$ cat config.mk
export PLATFORM = sky130hd
export DESIGN_NAME = png_header_info_parser
export DESIGN_NICKNAME = d
export VERILOG_FILES = /design/src/hw/rtl/pnghdr_pkg.sv /design/src/hw/rtl/pnghdr_parse.sv /design/src/hw/rtl/pnghdr_dpi.sv /design/src/hw/rtl/png_header_info_parser.sv
export SDC_FILE = /design/constraint.sdc
export NUM_CORES = 2
export LEC_CHECK = 0
export ABC_AREA = 1
export BUFFER_PORTS_ARGS = -buffer_cell sky130_fd_sc_hd__buf_2
export CORE_MARGIN = 2
export CORE_UTILIZATION = 55
export DETAILED_ROUTE_END_ITERATION = 10
export PLACE_DENSITY = 0.83
export SLEW_MARGIN = 5
export SYNTH_ARGS = -nofsm -noshare
export SYNTH_HDL_FRONTEND = slang
export SYNTH_SLANG_ARGS = --single-unit
export TNS_END_PERCENT = 50
$ cat constraint.sdc
create_clock -name clk -period 16.2 [get_ports clk]
set_input_delay 0.81 -clock clk [delete_from_list [all_inputs] [get_ports clk]]
set_output_delay 0.81 -clock clk [all_outputs]
set_load 0.02 [all_outputs]
$ cat src/hw/rtl/pnghdr_pkg.sv
// Shared types and constants for the PNG header info parser.
// Depends on nothing; imported by every module of the block.
`default_nettype none

package pnghdr_pkg;

  // Chunk walker phases
  typedef enum logic [2:0] {
    PH_SIG,
    PH_LEN,
    PH_TYPE,
    PH_SKIP,
    PH_PHYS,
    PH_DONE
  } phase_t;

  // Result status codes
  typedef enum logic [1:0] {
    ST_OK,
    ST_BAD_SIG,
    ST_BAD_IHDR,
    ST_TRUNC
  } status_t;

  // Where the reported dpi comes from
  typedef enum logic [1:0] {
    DPI_ZERO,
    DPI_DEFAULT,
    DPI_PHYS
  } dpi_src_t;

  // File signature, first byte in the top bits
  localparam logic [63:0] SIG_BYTES  = 64'h8950_4E47_0D0A_1A0A;
  localparam logic [31:0] TYPE_IHDR  = 32'h4948_4452;
  localparam logic [31:0] TYPE_PHYS  = 32'h7048_5973;

  // File positions of the header fields
  localparam logic [4:0] POS_SIG_LAST = 5'd7;
  localparam logic [4:0] POS_IHDR     = 5'd12;
  localparam logic [4:0] POS_WIDTH    = 5'd16;
  localparam logic [4:0] POS_HEIGHT   = 5'd20;
  localparam logic [4:0] POS_DEPTH    = 5'd24;
  localparam logic [4:0] POS_COLOUR   = 5'd25;
  localparam logic [4:0] HEADER_END   = 5'd26;

  localparam logic [3:0] FIELD_BYTES  = 4'd4;
  localparam logic [3:0] PHYS_BYTES   = 4'd9;
  localparam logic [7:0] UNIT_METRE   = 8'd1;
  localparam logic [7:0] DEPTH_8      = 8'd8;
  localparam logic [7:0] COLOUR_RGBA  = 8'd6;
  localparam logic [5:0] PIX_BITS_RGBA = 6'd32;
  localparam logic [5:0] PIX_BITS_DFLT = 6'd24;
  localparam logic [15:0] DEFAULT_DPI_RST = 16'd300;

  // dpi = floor((ppm*254 + 5000) / 10000). 10000 = 16 * 625: shift by 4,
  // then divide by 625 in two 18-bit digits, each by reciprocal multiply.
  localparam logic [7:0]  DPI_MUL  = 8'd254;
  localparam logic [12:0] DPI_BIAS = 13'd5000;
  localparam logic [9:0]  DPI_DIV  = 10'd625;
  localparam logic [18:0] RECIP_HI = 19'd429497;      // ceil(2^28 / 625)
  localparam logic [28:0] RECIP_LO = 29'd439804652;   // ceil(2^38 / 625)

  // Values the parser hands over at the end of a file
  typedef struct packed {
    logic [31:0] width;
    logic [31:0] height;
    logic [31:0] ppm_x;
    logic [31:0] ppm_y;
    logic [15:0] dflt;
    dpi_src_t    src;
    logic [5:0]  pixel_bits;
    status_t     status;
  } hdr_sum_t;

  // Same without the pixels-per-metre, carried beside the dpi divider
  typedef struct packed {
    logic [31:0] width;
    logic [31:0] height;
    logic [15:0] dflt;
    dpi_src_t    src;
    logic [5:0]  pixel_bits;
    status_t     status;
  } hdr_meta_t;

  // Signature byte at file position idx
  function automatic logic [7:0] sig_byte(input logic [2:0] idx);
    logic [2:0] inv;
    inv = 3'd7 - idx;
    return SIG_BYTES[{inv, 3'b000} +: 8];
  endfunction

  // IHDR type byte at offset idx within the type field
  function automatic logic [7:0] ihdr_byte(input logic [1:0] idx);
    logic [1:0] inv;
    inv = 2'd3 - idx;
    return TYPE_IHDR[{inv, 3'b000} +: 8];
  endfunction

endpackage

`default_nettype wire

$ cat src/hw/rtl/pnghdr_parse.sv
// Byte-wise PNG parser: signature/IHDR checks, header capture, chunk walk.
// Depends on pnghdr_pkg. Produces a summary for the byte marked last.
`default_nettype none

module pnghdr_parse (
  input  wire logic                  clk,
  input  wire logic                  rst,
  input  wire logic                  accept,
  input  wire logic [7:0]            file_byte,
  input  wire logic                  last_byte,
  input  wire logic [15:0]           default_dpi,
  output pnghdr_pkg::hdr_sum_t       summary
);
  import pnghdr_pkg::*;

  phase_t      phase, phase_next;
  logic [3:0]  byte_index, byte_index_next;
  logic [4:0]  file_pos, file_pos_next;
  logic [32:0] chunk_remaining, chunk_remaining_next;
  logic [31:0] chunk_length_shift, chunk_length_shift_next;
  logic [31:0] chunk_type_shift, chunk_type_shift_next;
  logic [31:0] width_reg, width_reg_next;
  logic [31:0] height_reg, height_reg_next;
  logic [7:0]  bit_depth_reg, bit_depth_reg_next;
  logic [7:0]  colour_type_reg, colour_type_reg_next;
  logic [31:0] ppu_x_reg, ppu_x_reg_next;
  logic [31:0] ppu_y_reg, ppu_y_reg_next;
  logic [7:0]  unit_reg, unit_reg_next;
  logic        found_phys, found_phys_next;
  status_t     status_reg, status_reg_next;

  // Next state for one accepted byte
  always_comb begin
    status_t     st_hdr;
    logic [3:0]  bi_inc;
    logic [31:0] type_new;
    logic [32:0] rem_dec;
    phase_next              = phase;
    byte_index_next         = byte_index;
    file_pos_next           = file_pos;
    chunk_remaining_next    = chunk_remaining;
    chunk_length_shift_next = chunk_length_shift;
    chunk_type_shift_next   = chunk_type_shift;
    width_reg_next          = width_reg;
    height_reg_next         = height_reg;
    bit_depth_reg_next      = bit_depth_reg;
    colour_type_reg_next    = colour_type_reg;
    ppu_x_reg_next          = ppu_x_reg;
    ppu_y_reg_next          = ppu_y_reg;
    unit_reg_next           = unit_reg;
    found_phys_next         = found_phys;
    status_reg_next         = status_reg;
    st_hdr   = ST_OK;
    bi_inc   = byte_index + 4'd1;
    type_new = {chunk_type_shift[23:0], file_byte};
    rem_dec  = (chunk_remaining != 33'd0) ? chunk_remaining - 33'd1 : chunk_remaining;
    if (status_reg == ST_OK) begin
      // Fixed header fields by file position
      if (file_pos <= POS_SIG_LAST) begin
        if (file_byte != sig_byte(file_pos[2:0])) st_hdr = ST_BAD_SIG;
      end else if (file_pos >= POS_IHDR && file_pos < POS_WIDTH) begin
        if (file_byte != ihdr_byte(file_pos[1:0])) st_hdr = ST_BAD_IHDR;
      end else if (file_pos >= POS_WIDTH && file_pos < POS_HEIGHT) begin
        width_reg_next = {width_reg[23:0], file_byte};
      end else if (file_pos >= POS_HEIGHT && file_pos < POS_DEPTH) begin
        height_reg_next = {height_reg[23:0], file_byte};
      end else if (file_pos == POS_DEPTH) begin
        bit_depth_reg_next = file_byte;
      end else if (file_pos == POS_COLOUR) begin
        colour_type_reg_next = file_byte;
      end
      status_reg_next = st_hdr;

      // Chunk walk
      if (st_hdr == ST_OK) begin
        case (phase)
          PH_SIG: begin
            if (file_pos == POS_SIG_LAST) begin
              phase_next      = PH_LEN;
              byte_index_next = 4'd0;
            end
          end
          PH_LEN: begin
            chunk_length_shift_next = {chunk_length_shift[23:0], file_byte};
            byte_index_next         = bi_inc;
            if (bi_inc >= FIELD_BYTES) begin
              phase_next      = PH_TYPE;
              byte_index_next = 4'd0;
            end
          end
          PH_TYPE: begin
            chunk_type_shift_next = type_new;
            byte_index_next       = bi_inc;
            if (bi_inc >= FIELD_BYTES) begin
              byte_index_next = 4'd0;
              if (type_new == TYPE_PHYS) begin
                phase_next = PH_PHYS;
              end else begin
                chunk_remaining_next = {1'b0, chunk_length_shift} + 33'd4;
                phase_next           = PH_SKIP;
              end
            end
          end
          PH_SKIP: begin
            chunk_remaining_next = rem_dec;
            if (rem_dec == 33'd0) begin
              phase_next      = PH_LEN;
              byte_index_next = 4'd0;
            end
          end
          PH_PHYS: begin
            if (byte_index < 4'd4) begin
              ppu_x_reg_next = {ppu_x_reg[23:0], file_byte};
            end else if (byte_index < 4'd8) begin
              ppu_y_reg_next = {ppu_y_reg[23:0], file_byte};
            end else begin
              unit_reg_next = file_byte;
            end
            byte_index_next = bi_inc;
            if (bi_inc >= PHYS_BYTES) begin
              found_phys_next = 1'b1;
              phase_next      = PH_DONE;
              byte_index_next = 4'd0;
            end
          end
          default: begin
          end
        endcase
      end else begin
        phase_next = PH_DONE;
      end

      if (file_pos < HEADER_END) file_pos_next = file_pos + 5'd1;
    end
  end

  // Summary as seen after the last byte
  always_comb begin
    logic    trunc;
    status_t st_fin;
    trunc = (file_pos_next < HEADER_END) || (phase_next == PH_TYPE) ||
            (phase_next == PH_PHYS) ||
            ((phase_next == PH_LEN) && (byte_index_next != 4'd0));
    st_fin = (status_reg_next == ST_OK && trunc) ? ST_TRUNC : status_reg_next;
    summary.status = st_fin;
    summary.ppm_x  = ppu_x_reg_next;
    summary.ppm_y  = ppu_y_reg_next;
    summary.dflt   = default_dpi;
    if (st_fin == ST_OK) begin
      summary.width      = width_reg_next;
      summary.height     = height_reg_next;
      summary.pixel_bits = (bit_depth_reg_next == DEPTH_8 &&
                            colour_type_reg_next == COLOUR_RGBA) ?
                           PIX_BITS_RGBA : PIX_BITS_DFLT;
      summary.src        = (found_phys_next && unit_reg_next == UNIT_METRE) ?
                           DPI_PHYS : DPI_DEFAULT;
    end else begin
      summary.width      = 32'd0;
      summary.height     = 32'd0;
      summary.pixel_bits = PIX_BITS_DFLT;
      summary.src        = DPI_ZERO;
    end
  end

  // State registers; the last byte of a file clears everything
  always_ff @(posedge clk) begin
    if (rst || (accept && last_byte)) begin
      phase              <= PH_SIG;
      byte_index         <= 4'd0;
      file_pos           <= 5'd0;
      chunk_remaining    <= 33'd0;
      chunk_length_shift <= 32'd0;
      chunk_type_shift   <= 32'd0;
      width_reg          <= 32'd0;
      height_reg         <= 32'd0;
      bit_depth_reg      <= 8'd0;
      colour_type_reg    <= 8'd0;
      ppu_x_reg          <= 32'd0;
      ppu_y_reg          <= 32'd0;
      unit_reg           <= 8'd0;
      found_phys         <= 1'b0;
      status_reg         <= ST_OK;
    end else if (accept) begin
      phase              <= phase_next;
      byte_index         <= byte_index_next;
      file_pos           <= file_pos_next;
      chunk_remaining    <= chunk_remaining_next;
      chunk_length_shift <= chunk_length_shift_next;
      chunk_type_shift   <= chunk_type_shift_next;
      width_reg          <= width_reg_next;
      height_reg         <= height_reg_next;
      bit_depth_reg      <= bit_depth_reg_next;
      colour_type_reg    <= colour_type_reg_next;
      ppu_x_reg          <= ppu_x_reg_next;
      ppu_y_reg          <= ppu_y_reg_next;
      unit_reg           <= unit_reg_next;
      found_phys         <= found_phys_next;
      status_reg         <= status_reg_next;
    end
  end

endmodule

`default_nettype wire

$ cat src/hw/rtl/pnghdr_dpi.sv
// Pipelined pixels-per-metre to dpi conversion, floor((ppm*254+5000)/10000).
// Depends on pnghdr_pkg. Three register stages; quotient leaves combinationally.
`default_nettype none

module pnghdr_dpi (
  input  wire logic        clk,
  input  wire logic [2:0]  en,
  input  wire logic [31:0] ppm,
  output logic      [26:0] dpi
);
  import pnghdr_pkg::*;

  logic [39:0] scaled;
  logic [35:0] x_q;
  logic [36:0] prod_hi;
  logic [8:0]  qh_c;
  logic [8:0]  qh_q, qh2_q;
  logic [17:0] xh_q, xl_q;
  logic [17:0] qh_times_d;
  logic [17:0] rem_hi;
  logic [27:0] y_q;
  logic [56:0] prod_lo;

  // Scale and bias, then drop the factor 16 of the divisor
  assign scaled = 40'(ppm) * 40'(DPI_MUL) + 40'(DPI_BIAS);

  // Upper digit quotient by reciprocal
  assign prod_hi = 37'(x_q[35:18]) * 37'(RECIP_HI);
  assign qh_c    = prod_hi[36:28];

  // Upper digit remainder, joined with the lower digit
  assign qh_times_d = 18'(qh_q) * 18'(DPI_DIV);
  assign rem_hi     = xh_q - qh_times_d;

  // Lower digit quotient by reciprocal
  assign prod_lo = 57'(y_q) * 57'(RECIP_LO);
  assign dpi     = {qh2_q, prod_lo[55:38]};

  always_ff @(posedge clk) begin
    if (en[0]) begin
      x_q <= scaled[39:4];
    end
    if (en[1]) begin
      qh_q <= qh_c;
      xh_q <= x_q[35:18];
      xl_q <= x_q[17:0];
    end
    if (en[2]) begin
      y_q   <= {rem_hi[9:0], xl_q};
      qh2_q <= qh_q;
    end
  end

endmodule

`default_nettype wire

$ cat src/hw/rtl/png_header_info_parser.sv
// PNG header info parser. Takes one file byte per transfer on s_axis (tlast on
// the final byte) and may take a byte every cycle. The byte marked last yields
// one result on m_axis, passed through a summary register loaded with that byte,
// three stages of the dpi divider (two digits of a reciprocal multiply by 625)
// and the output register. Each stage holds only while the one after it is full
// and stalled, so bytes keep flowing while a result waits; the input stalls only
// once all five stages hold results. cfg_data sets the default dpi.
// Depends on pnghdr_pkg, pnghdr_parse and pnghdr_dpi.
`default_nettype none

module png_header_info_parser (
  input  wire logic         clk,
  input  wire logic         rst,
  input  wire logic         s_axis_tvalid,
  output logic              s_axis_tready,
  input  wire logic [7:0]   s_axis_tdata,    // [7:0] file_byte
  input  wire logic         s_axis_tlast,    // last_byte
  output logic              m_axis_tvalid,
  input  wire logic         m_axis_tready,
  output logic      [127:0] m_axis_tdata,    // [31:0] image_width, [63:32] image_height,
                                             // [90:64] dpi_horizontal,
                                             // [117:91] dpi_vertical,
                                             // [123:118] pixel_bits,
                                             // [125:124] parse_status, [127:126] zero
  input  wire logic         cfg_valid,
  output logic              cfg_ready,
  input  wire logic [15:0]  cfg_data         // default_dpi
);
  import pnghdr_pkg::*;

  logic        accept;
  logic [15:0] default_dpi;
  hdr_sum_t    summary;
  hdr_sum_t    s1;
  hdr_meta_t   s2, s3, s4;
  logic [5:1]  vld;
  logic [5:1]  rdy;
  logic [26:0] dpi_x_c, dpi_y_c;
  logic [26:0] dpi_x_sel, dpi_y_sel;
  logic [31:0] out_width, out_height;
  logic [26:0] out_dpi_x, out_dpi_y;
  logic [5:0]  out_pixel_bits;
  status_t     out_status;

  assign cfg_ready = 1'b1;

  // Default dpi register
  always_ff @(posedge clk) begin
    if (rst) begin
      default_dpi <= DEFAULT_DPI_RST;
    end else if (cfg_valid) begin
      default_dpi <= cfg_data;
    end
  end

  // Stage handshakes: a stage loads when it is empty or its successor moves
  assign rdy[5] = !vld[5] || m_axis_tready;
  assign rdy[4] = !vld[4] || rdy[5];
  assign rdy[3] = !vld[3] || rdy[4];
  assign rdy[2] = !vld[2] || rdy[3];
  assign rdy[1] = !vld[1] || rdy[2];

  assign s_axis_tready = rdy[1];
  assign accept        = s_axis_tvalid && rdy[1];

  pnghdr_parse u_parse (
    .clk         (clk),
    .rst         (rst),
    .accept      (accept),
    .file_byte   (s_axis_tdata),
    .last_byte   (s_axis_tlast),
    .default_dpi (default_dpi),
    .summary     (summary)
  );

  pnghdr_dpi u_dpi_x (
    .clk (clk),
    .en  (rdy[4:2]),
    .ppm (s1.ppm_x),
    .dpi (dpi_x_c)
  );

  pnghdr_dpi u_dpi_y (
    .clk (clk),
    .en  (rdy[4:2]),
    .ppm (s1.ppm_y),
    .dpi (dpi_y_c)
  );

  // Stage valid bits
  always_ff @(posedge clk) begin
    if (rst) begin
      vld <= '0;
    end else begin
      if (rdy[1]) vld[1] <= accept && s_axis_tlast;
      if (rdy[2]) vld[2] <= vld[1];
      if (rdy[3]) vld[3] <= vld[2];
      if (rdy[4]) vld[4] <= vld[3];
      if (rdy[5]) vld[5] <= vld[4];
    end
  end

  // dpi source selection
  always_comb begin
    case (s4.src)
      DPI_PHYS: begin
        dpi_x_sel = dpi_x_c;
        dpi_y_sel = dpi_y_c;
      end
      DPI_DEFAULT: begin
        dpi_x_sel = 27'(s4.dflt);
        dpi_y_sel = 27'(s4.dflt);
      end
      default: begin
        dpi_x_sel = 27'd0;
        dpi_y_sel = 27'd0;
      end
    endcase
  end

  // Payload stages
  always_ff @(posedge clk) begin
    if (rdy[1]) s1 <= summary;
    if (rdy[2]) begin
      s2.width      <= s1.width;
      s2.height     <= s1.height;
      s2.dflt       <= s1.dflt;
      s2.src        <= s1.src;
      s2.pixel_bits <= s1.pixel_bits;
      s2.status     <= s1.status;
    end
    if (rdy[3]) s3 <= s2;
    if (rdy[4]) s4 <= s3;
    if (rdy[5]) begin
      out_width      <= s4.width;
      out_height     <= s4.height;
      out_dpi_x      <= dpi_x_sel;
      out_dpi_y      <= dpi_y_sel;
      out_pixel_bits <= s4.pixel_bits;
      out_status     <= s4.status;
    end
  end

  assign m_axis_tvalid = vld[5];
  assign m_axis_tdata  = {2'b00, out_status, out_pixel_bits, out_dpi_y, out_dpi_x,
                          out_height, out_width};

endmodule

`default_nettype wire

==> results.cfg <==
[run_status]
status = completed

[cts]
cts.hold.buffers_added = 0
cts_root_buf = clkbuf_16
tritoncts = built
clk_pin_slew_ns = 0.06
clkSinkCount = 1027
clock_path_buffers = 3
ctsResizeCount = 0
cts_buffers = 105
cts_setup_buffers = 0
cts.htree.levels = 3
worstSkewPairLatency_ns = 0.79

[worst_setup_path]
slowest_delay_ns = 0.60
crit_path_start_kind = flip-flop
worstPathArrival_ns = 7.20
critical_path.top_delay_family = adder cells
critPathBufInv = 4
worstPathCellList = ha_1 -> xor2_1 -> ha_1 -> nor2_1 -> fa_1 -> inv_1 -> fa_1 -> fa_1 -> fa_1 -> inv_1 -> fa_1 -> inv_1 -> ha_1 -> nand2_1 -> nor2_1 -> inv_1 -> nor4_1 -> nand3_1 -> o211ai_1 -> nand4_1 -> o211ai_1 -> a21oi_1 -> o21ai_0 -> a21oi_1
crit_path_end_kind = flip-flop
critPathLaunch = u_dpi_y.y_q[3]
worstPathRequired_ns = 16.62
worstSetupPathType = flip-flop to flip-flop
crit_fanout = 9
cpMaxStageDelayCell = edfxtp_1
cp_common_cell = fa_1
r2r-start = u_dpi_y.y_q[3]

[die]
die-area_mm2 = 0.173
std_cell_rows = 151
io_pins = 161
core_mm2 = 0.169
die_y_um = 416
start_util_pct = 55.2
die_x_um = 416

[routing]
drc = 0
drt_iter0_drc = 5451
finalWirelength_um = 235000
firstDrtPassIters = 7
drtAntennaViolNets = 0
routed_via_density = 5.40
routedWlPerCell_um = 19.5
vias = 65100

[logic_synthesis]
synth_edf_count = 750
syn_avg_cell_area_um2 = 9.70
synth_area_leaders = fa_1 25%, edfxtp_1 24%, ha_1 14%
synth_cell_type_count = 69
synth_ff_type = edfxtp_1
synth_common_cells = 2,479 x inv_1, 1,178 x fa_1, 1,022 x nand2_1
ys_seq_area_share_pct = 30.1
synth_most_common_cell = inv_1
syn_inst = 9620
yosys_register_bits = 1027
yosysWarnings = 0
ys_async_sr_fraction_pct = 0
synthesis.area_mm2 = 0.0933
synth_top_area_share_pct = 25.3
yosysTopAreaCell = fa_1

[sta]
fin_skew_ns = 0.0900
final_max_slew_viol_count = 0
finalCritPeriodShare_pct = 41.9
period_minus_slack_ns = 6.78
worst_pin_slew_ns = 1.21
max_freq_mhz = 147
hold_viol_final = 0
finalSetupViolCount = 0
rsz0062_at_grt = no
finalSetupTns_ns = 0
relSlewSlack_pct = 19.5
fin_ws_ns = 9.42

[job]
cap_violations = 0

[hold_path]
hp-class = input port to flip-flop
hold_path_startpoint = cfg_data[2]

[grt]
grt_max_degree = 111
grtUsageTotal_pct = 27.5
grt_antenna_before_repair = 1
grt_first_pass_wirelength_um = 372000
overflow = 0
grt_pass1_vias = 67500

[cells_and_area]
final_net_count = 12000
antennaDiodeCount = 0
finish.instance_area_mm2 = 0.100
synthToLayoutAreaGrowth_pct = 7.30
drive_gt1_share_pct = 5.25
regMostFlops = s1
largest_reg_flops = 150

[placement]
place_area_mm2 = 0.0964
dpl_worst_slack_ns = 9.49
routabilityCongestion = 1.01
port_buffers = 154
dp_hpwl_um = 193000
==> cell families (layout without fill, tap and decap cells) <==
kind of cell | Yosys count | after routing | synth area share (%)
mux | 40 | 40 | 0.429
xor+xnor | 246 | 246 | 2.35
simple gates | 2210 | 2210 | 10.2
flops | 1027 | 1027 | 30.1
buf+inv | 2646 | 2870 | 10.8
other cells | 2 | 6 | 0.00805
fa+ha+maj | 2187 | 2187 | 38.8
compound gates | 1262 | 1262 | 7.41
==> worst register-to-register path, stage by stage, from the launching register on <==
cell and delay, ns:
edfxtp_1 0.60, ha_1 0.45, xor2_1 0.48, ha_1 0.25, nor2_1 0.06, fa_1 0.58, inv_1 0.06, fa_1 0.49
fa_1 0.43, fa_1 0.50, inv_1 0.05, fa_1 0.49, inv_1 0.05, ha_1 0.32, nand2_1 0.09, nor2_1 0.17
inv_1 0.10, nor4_1 0.34, nand3_1 0.11, o211ai_1 0.28, nand4_1 0.12, o211ai_1 0.13, a21oi_1 0.09, o21ai_0 0.11
a21oi_1 0.09
==> final cells by class <==
type	instances	area, um2
fill	13900	68800
multi-input combinational	5951	55200
tap	2218	2780
timing repair buffer	178	951
clock inverter	72	883
clock buffer	127	2820
sequential	1027	28100
inverter	2493	9380
==> metrics by stage <==
stage,util [%],instances,hold WS (ns)
after global placement,57.1,11900,0.401
after global routing,59.3,12100,0.243
final,59.3,12100,0.245
after CTS,59.3,12100,0.203
after detailed placement,57.1,11900,0.405
after floorplan,-,9624,0.400
==> path summary, 6_finish.rpt <==
kind	to	slack, ns	depth (start not counted)
max	out_dpi_y[10]	9.42	24
min	default_dpi[2]	0.25	3
max reg2reg	out_dpi_y[10]	9.42	24
min reg2reg	s3[82]	0.39	0
==> routing by layer <==
layer  share of wire [%]  GRT usage [%]  routed length, um  vias up
li1                    -              -                  -    30500
met5                   0              0                  0        -
met2                  48           46.4             114000     2131
met4                 2.6           7.02               6220        0
met3                 6.5           3.90              15300      312
met1                  43           37.5             100000    32200
==> cell usage in the layout, fill, tap and decap left out, types with 25 or more instances in the layout <==
master	instances
nand2_1	1019
a21oi_1	565
buf_2	154
ha_1	1009
edfxtp_1	750
xor2_1	170
or2_2	68
nand3_1	172
fa_1	1178
mux2i_1	40
clkinv_2	25
o21ai_0	458
xnor2_1	73
nor2_1	702
a31oi_1	60
dfxtp_1	277
nor2_4	32
clkbuf_16	106
a21o_1	25
nor3_1	61
inv_1	2474
nand4_1	66
Power is not shown: default switching activity piles up to over one toggle a cycle in this logic, so the estimate is an artifact.
